==> config.mk <==
export PLATFORM = sky130hd
export DESIGN_NAME = fragmented_frame_reassembler
export DESIGN_NICKNAME = d
export VERILOG_FILES = /design/src/sv/frr_pkg.sv /design/src/sv/fragmented_frame_reassembler.sv /design/src/sv/frr_cfg_regs.sv /design/src/sv/frr_parser.sv /design/src/sv/frr_out_reg.sv
export SDC_FILE = /design/constraint.sdc
export NUM_CORES = 1
export LEC_CHECK = 0
export ABC_AREA = 0
export BUFFER_PORTS_ARGS = -buffer_cell sky130_fd_sc_hd__buf_2
export CORE_MARGIN = 2
export CORE_UTILIZATION = 65
export DETAILED_ROUTE_END_ITERATION = 10
export PLACE_DENSITY = 0.95
export SLEW_MARGIN = 10
export SYNTH_ARGS = -nofsm -noshare
export SYNTH_HDL_FRONTEND = slang
export SYNTH_SLANG_ARGS = --single-unit
==> constraint.sdc <==
create_clock -name clk -period 11.1 [get_ports clk]
set_input_delay 0.555 -clock clk [delete_from_list [all_inputs] [get_ports clk]]
set_output_delay 0.555 -clock clk [all_outputs]
set_load 0.1 [all_outputs]
==> src/sv/frr_pkg.sv <==
// shared types and constants of the fragmented frame reassembler
// no dependencies
package frr_pkg;

    localparam int unsigned LEN_W  = 16;
    localparam int unsigned CAP_W  = 24;
    localparam int unsigned TYPE_W = 8;
    localparam int unsigned SIZE_W = 25;
    localparam int unsigned CFG_W  = 24;
    localparam int unsigned IDX_W  = 2;

    localparam logic [LEN_W-1:0]  MAX_LEN_RST  = 16'd1500;
    localparam logic [CAP_W-1:0]  FRAME_CAP_RST = 24'd1048576;
    localparam logic [TYPE_W-1:0] VIDEO_TYPE_RST = 8'hf1;
    localparam logic [LEN_W-1:0]  MIN_PACKET = 16'd10;
    localparam logic [LEN_W-1:0]  POS_TYPE   = 16'd6;
    localparam logic [LEN_W-1:0]  POS_FRAG   = 16'd9;
    localparam logic [SIZE_W-1:0] SIZE_MAX   = {SIZE_W{1'b1}};
    localparam logic [7:0]        CODE_START = 8'h01;
    localparam logic [7:0]        CODE_END   = 8'h03;

    // configuration register indexes
    localparam logic [IDX_W-1:0] REG_MAX_LEN    = 2'd0;
    localparam logic [IDX_W-1:0] REG_FRAME_CAP  = 2'd1;
    localparam logic [IDX_W-1:0] REG_VIDEO_TYPE = 2'd2;

    typedef enum logic [1:0] {
        KIND_MIDDLE = 2'd0,
        KIND_START  = 2'd1,
        KIND_END    = 2'd3
    } kind_t;

    typedef struct packed {
        logic [LEN_W-1:0]  max_len;
        logic [CAP_W-1:0]  frame_cap;
        logic [TYPE_W-1:0] video_type;
    } cfg_t;

    typedef struct packed {
        logic              payload_valid;
        logic [7:0]        payload_byte;
        logic              frame_done;
        logic [SIZE_W-1:0] frame_length;
        logic              frame_dropped;
        logic              length_error;
    } res_t;

endpackage

==> src/sv/fragmented_frame_reassembler.sv <==
// Fragmented frame reassembler: one received byte per item, results from a result register.
// A result shows on out_valid the cycle after its byte is accepted.
// One byte per cycle while rx_ready is high; rx_ready drops only while a result waits with out_ready low.
// Reset (rst_n, async, active low) clears position, frame size and halt flag and
// restores the configuration registers to 1500, 1048576 and 0xf1.
module fragmented_frame_reassembler
(
    input  logic                               clk,
    input  logic                               rst_n,
    input  logic                               cfg_we,
    input  logic [frr_pkg::IDX_W-1:0]          cfg_index,
    input  logic [frr_pkg::CFG_W-1:0]          cfg_data,
    input  logic                               rx_valid,
    output logic                               rx_ready,
    input  logic [7:0]                         rx_byte,
    output logic                               out_valid,
    input  logic                               out_ready,
    output logic                               payload_valid,
    output logic [7:0]                         payload_byte,
    output logic                               frame_done,
    output logic [frr_pkg::SIZE_W-1:0]         frame_length,
    output logic                               frame_dropped,
    output logic                               length_error
);

    frr_pkg::cfg_t cfg;
    frr_pkg::res_t res;
    frr_pkg::res_t res_q;
    logic          res_any;
    logic          fire;

    // accept while the result register is free or being emptied
    assign rx_ready = !out_valid || out_ready;
    assign fire     = rx_valid && rx_ready;

    frr_cfg_regs u_cfg
    (
        .clk       (clk),
        .rst_n     (rst_n),
        .cfg_we    (cfg_we),
        .cfg_index (cfg_index),
        .cfg_data  (cfg_data),
        .cfg       (cfg)
    );

    frr_parser u_parser
    (
        .clk     (clk),
        .rst_n   (rst_n),
        .fire    (fire),
        .rx_byte (rx_byte),
        .cfg     (cfg),
        .res_any (res_any),
        .res     (res)
    );

    frr_out_reg u_out
    (
        .clk       (clk),
        .rst_n     (rst_n),
        .load      (fire && res_any),
        .res_in    (res),
        .out_ready (out_ready),
        .out_valid (out_valid),
        .res_out   (res_q)
    );

    // result fields to ports
    assign payload_valid = res_q.payload_valid;
    assign payload_byte  = res_q.payload_byte;
    assign frame_done    = res_q.frame_done;
    assign frame_length  = res_q.frame_length;
    assign frame_dropped = res_q.frame_dropped;
    assign length_error  = res_q.length_error;

endmodule

==> src/sv/frr_cfg_regs.sv <==
// configuration registers of the reassembler
// depends on frr_pkg
module frr_cfg_regs
(
    input  logic                        clk,
    input  logic                        rst_n,
    input  logic                        cfg_we,
    input  logic [frr_pkg::IDX_W-1:0]   cfg_index,
    input  logic [frr_pkg::CFG_W-1:0]   cfg_data,
    output frr_pkg::cfg_t               cfg
);

    frr_pkg::cfg_t cfg_reg;
    frr_pkg::cfg_t cfg_next;

    // register write decode
    always_comb
    begin
        cfg_next = cfg_reg;
        if (cfg_we)
        begin
            unique case (cfg_index)
                frr_pkg::REG_MAX_LEN:    cfg_next.max_len = cfg_data[frr_pkg::LEN_W-1:0];
                frr_pkg::REG_FRAME_CAP:  cfg_next.frame_cap = cfg_data[frr_pkg::CAP_W-1:0];
                frr_pkg::REG_VIDEO_TYPE: cfg_next.video_type = cfg_data[frr_pkg::TYPE_W-1:0];
                default:                 cfg_next = cfg_reg;
            endcase
        end
    end

    always_ff @(posedge clk or negedge rst_n)
    begin
        if (!rst_n)
        begin
            cfg_reg.max_len    <= frr_pkg::MAX_LEN_RST;
            cfg_reg.frame_cap  <= frr_pkg::FRAME_CAP_RST;
            cfg_reg.video_type <= frr_pkg::VIDEO_TYPE_RST;
        end
        else
        begin
            cfg_reg <= cfg_next;
        end
    end

    assign cfg = cfg_reg;

endmodule

==> src/sv/frr_parser.sv <==
// packet parser: position tracking, fragment handling and frame size count
// depends on frr_pkg
module frr_parser
(
    input  logic                 clk,
    input  logic                 rst_n,
    input  logic                 fire,
    input  logic [7:0]           rx_byte,
    input  frr_pkg::cfg_t        cfg,
    output logic                 res_any,
    output frr_pkg::res_t        res
);

    logic [frr_pkg::LEN_W-1:0]  pos_reg, pos_next;
    logic [frr_pkg::LEN_W-1:0]  len_reg, len_next;
    logic                       match_reg, match_next;
    frr_pkg::kind_t             kind_reg, kind_next;
    logic [frr_pkg::SIZE_W-1:0] size_reg, size_next;
    logic                       halted_reg, halted_next;

    logic [frr_pkg::LEN_W-1:0]  len_full;
    logic                       last;
    frr_pkg::kind_t             kind_code;

    assign len_full = {rx_byte, len_reg[7:0]};
    assign last     = (pos_reg == len_reg - 16'd1);

    // fragment code decode
    always_comb
    begin
        if (rx_byte == frr_pkg::CODE_START)
            kind_code = frr_pkg::KIND_START;
        else if (rx_byte == frr_pkg::CODE_END)
            kind_code = frr_pkg::KIND_END;
        else
            kind_code = frr_pkg::KIND_MIDDLE;
    end

    // next state and result for the current byte
    always_comb
    begin
        pos_next    = pos_reg;
        len_next    = len_reg;
        match_next  = match_reg;
        kind_next   = kind_reg;
        size_next   = size_reg;
        halted_next = halted_reg;
        res         = '0;
        if (!halted_reg)
        begin
            if (pos_reg == 16'd0)
            begin
                len_next = {8'h00, rx_byte};
                pos_next = 16'd1;
            end
            else if (pos_reg == 16'd1)
            begin
                len_next   = len_full;
                match_next = 1'b0;
                kind_next  = frr_pkg::KIND_MIDDLE;
                if (len_full > cfg.max_len)
                begin
                    halted_next      = 1'b1;
                    pos_next         = 16'd0;
                    res.length_error = 1'b1;
                end
                else
                begin
                    pos_next = (len_full <= 16'd2) ? 16'd0 : 16'd2;
                end
            end
            else
            begin
                if (len_reg >= frr_pkg::MIN_PACKET)
                begin
                    priority if (pos_reg == frr_pkg::POS_TYPE)
                    begin
                        match_next = (rx_byte == cfg.video_type);
                    end
                    else if (pos_reg == frr_pkg::POS_FRAG && match_reg)
                    begin
                        kind_next = kind_code;
                        if (kind_code == frr_pkg::KIND_START && size_reg != '0)
                        begin
                            res.frame_dropped = 1'b1;
                            size_next         = '0;
                        end
                        else if (kind_code == frr_pkg::KIND_MIDDLE
                                 && size_reg > {1'b0, cfg.frame_cap})
                        begin
                            res.frame_dropped = 1'b1;
                            size_next         = '0;
                        end
                    end
                    else if (pos_reg >= frr_pkg::MIN_PACKET && match_reg)
                    begin
                        res.payload_valid = 1'b1;
                        res.payload_byte  = rx_byte;
                        if (size_reg != frr_pkg::SIZE_MAX)
                            size_next = size_reg + 25'd1;
                    end
                    else
                    begin
                        // other header bytes and foreign packets leave the kind alone
                        kind_next = kind_reg;
                    end
                    // end fragment completes on the packet's last byte
                    if (pos_reg >= frr_pkg::POS_FRAG && match_reg && last
                        && kind_next == frr_pkg::KIND_END)
                    begin
                        res.frame_done   = 1'b1;
                        res.frame_length = size_next;
                        size_next        = '0;
                    end
                end
                pos_next = last ? 16'd0 : pos_reg + 16'd1;
            end
        end
    end

    assign res_any = res.payload_valid | res.frame_done | res.frame_dropped
                   | res.length_error;

    always_ff @(posedge clk or negedge rst_n)
    begin
        if (!rst_n)
        begin
            pos_reg    <= '0;
            len_reg    <= '0;
            match_reg  <= 1'b0;
            kind_reg   <= frr_pkg::KIND_MIDDLE;
            size_reg   <= '0;
            halted_reg <= 1'b0;
        end
        else if (fire)
        begin
            pos_reg    <= pos_next;
            len_reg    <= len_next;
            match_reg  <= match_next;
            kind_reg   <= kind_next;
            size_reg   <= size_next;
            halted_reg <= halted_next;
        end
    end

endmodule

==> src/sv/frr_out_reg.sv <==
// result register between the parser and the output channel
// depends on frr_pkg
module frr_out_reg
(
    input  logic           clk,
    input  logic           rst_n,
    input  logic           load,
    input  frr_pkg::res_t  res_in,
    input  logic           out_ready,
    output logic           out_valid,
    output frr_pkg::res_t  res_out
);

    logic          valid_reg, valid_next;
    frr_pkg::res_t data_reg;

    // occupancy: a load refills in the same cycle the old item leaves
    always_comb
    begin
        if (load)
            valid_next = 1'b1;
        else if (out_ready)
            valid_next = 1'b0;
        else
            valid_next = valid_reg;
    end

    always_ff @(posedge clk or negedge rst_n)
    begin
        if (!rst_n)
            valid_reg <= 1'b0;
        else
            valid_reg <= valid_next;
    end

    always_ff @(posedge clk)
    begin
        if (load)
            data_reg <= res_in;
    end

    assign out_valid = valid_reg;
    assign res_out   = data_reg;

endmodule

==> metrics <==
Layout Utilization 74.2%; max reg flops 48; Max Cap Violations 0; Max stage delay cell, worst path or3_1; CP startpoint kind register; NetSw 0.750 mW; CTS Hold Buffers Added 0; crit share post-route 37.4%; Combinational Power Share 31.4%; status finished, final reports clean; sequential-to-total area share from yosys stat 44.8%; clock share of power 28.8%; Hold WC Path Type primary input to async pin; layout cells sized above 1 20.7%; IO buf count 77; Min Clock Period, post-route 4160 ps; clock skew 9.18 ps; Synth area leader dfrtp_1; Skew-Pair Late Insertion Delay 440 ps; final hold viol count 0; synthesized flop and latch total 147; Syn Area/Cell 9.92 um^2; unrepaired setup endpoints after global routing no; area occupied by multi-input gates 0.00443 mm^2; routability cong. 0.987; post-synthesis cell type count 70; Post-CTS Setup Bufs 0; Sw Share 37.5%; Crit. End Element register; Num Clock Sinks 147; hpwl dp 15.5 mm; total number of vias 7,464; quantity of gates resized following cts 0; Worst EP required 11,400 ps; Tightest Pin Transition 1200 ps; GRT Total Usage 33.0%; first-pass GRT wire length 36.4 mm; Area contributors post-synth dfrtp_1 28%, edfxtp_1 13%, ha_1 6.9%; antenna violations before repair 0; Slew headroom 20.0%; Reg area 0.00388 mm^2; die area 0.0143 mm^2; Reg power frac 39.8%; vias per inst 6.66; Routed WL 22.6 mm; Die X 119 um; worst vdd ir 0.260 mV; Syn Inst Count 872; Worst path max stage delay 1000 ps; remaining antenna violation count 0; number of diodes 0; ys async rst share 74.8%; CTS tree yes; Die H 119 um; Max clock buf depth 2; Pint 1.25 mW; count of final setup violators 0; pin count of the biggest net entering global routing 65; Synth Flop Type dfrtp_1; Final #Nets 1,018; commonest non-fill, non-tap cells in the layout 97 x dfrtp_1, 76 x buf_2, 70 x nand2_1; CP Cell Sequence nor4_1 > nand4b_1 > nor2_1 > or3_1 > a31oi_4 > nand2_2 > o21ai_0; P_leak 4.33 nW; commonest non-fill, non-tap cell in the layout dfrtp_1; I/O pin total 78; vias in the first global route 7,064; number of fill cells 910; Power per Cell Area 205 mW/mm^2; share of the synthesized area in the top cell type 28.1%; DR WL/cell 20.2 um; final setup TNS 0 ps; depth of the CTS H-tree 4; fmax 0.241 GHz; total gr overflow 0; Worst Setup Path Type register to register; total CTS buffers 17; Post-Syn Nets 959; Slew Limit Fails 0; core area 0.0131 mm^2; Syn Std Cell Area 0.00865 mm^2; FP Rows 42; Area Overhead vs Synth 12.6%; critical path arrival 4460 ps; EDFF count, synth 37; root buf cell clkbuf_16; Synth Warn # 0; Pre-antenna DRT Iters 5; CTS clk-pin slew, worst paths 60 ps; DRC violations left 0; initial core utilization 65.9%; Iter 0 DRT Violations 927; crit-path max FO 31
-- critical path: cells and delay by family (launching register included) --
kind | cells | cell delay [ps]
AOI/OAI and AO/OA | 2 | 500
DFF | 1 | 480
and+or+nand+nor | 5 | 3020
-- stage by stage --
step	hold slack [ps]	worst slack [ps]	power (mW)	cell area [um^2]	std cells
6_report	208	6940	2.00	9740	1120
5_1_grt	283	6620	2.09	9740	1120
4_1_cts	240	6780	1.98	9720	1119
3_5_place_dp	466	6790	1.39	9130	1087
3_3_place_gp	460	6990	1.36	9130	1087
2_1_floorplan	259	6520	1.24	8650	872
-- layer usage --
metal / global-route usage, % / part of all wire [%] / up-vias
met5: 0 / 0 / -
met4: 14.9 / 3.3 / 0
met3: 7.09 / 9.5 / 66
met1: 44.9 / 41 / 3597
met2: 51.2 / 47 / 456
li1: - / - / 3345
-- kinds of logic after synthesis --
kind of cell / share of synthesized area (%)
muxes: 6.09
buffers and inverters: 4.19
xor gates and xnor gates: 2.73
adders and majority gates: 6.94
DFF: 44.8
and+or+nand+nor: 18.3
AOI/OAI and AO/OA: 16.9
-- synth_stat cells, types with 14 or more instances --
library cell,instances
dfrtp_1,97
nand2_1,70
inv_1,51
o21ai_0,51
ha_1,48
mux2_2,45
nor2_1,45
a21oi_1,40
edfxtp_1,37
nand3_1,34
clkbuf_1,30
nand4_1,27
and3_1,24
a21o_1,17
a22o_1,17
o21a_1,17
a22oi_1,16
nor3_1,16
xnor2_1,16
nor4_1,14
-- power by group through the flow --
stage	registers (mW)	clock network, mW	logic, mW
final	0.797	0.576	0.628
after detailed placement	0.795	0	0.599
after global placement	0.787	0	0.569
after global routing	0.806	0.599	0.687
after floorplan	0.743	0	0.492
after CTS	0.788	0.576	0.614
-- worst paths after layout --
| check | startpoint | end | slack (ps) | depth (start not counted) |
|---|---|---|---|---|
| min | rst_n | u_parser.len_reg[12] | 210 | 1 |
| min in group clk | cfg_data[22] | u_cfg.cfg[30] | 350 | 2 |
| min reg2reg | u_parser.kind_reg[0] | u_parser.kind_reg[0] | 500 | 1 |
| max reg2reg | u_parser.pos_reg[4] | u_parser.size_reg[23] | 6940 | 7 |
| max | u_parser.pos_reg[4] | u_parser.size_reg[23] | 6940 | 7 |
| max in group asynchronous | rst_n | u_parser.size_reg[16] | 9720 | 2 |
-- area by class of cell --
class | count | share of cell area, %
inverters | 52 | 2.00
multi-input cells | 632 | 45.4
clock buffers | 24 | 4.94
flip-flops and latches | 147 | 39.8
clock inverters | 8 | 1.04
well taps | 176 | 2.26
repair buffers | 81 | 4.49
Note: power is estimated with default switching activity, not from simulation.
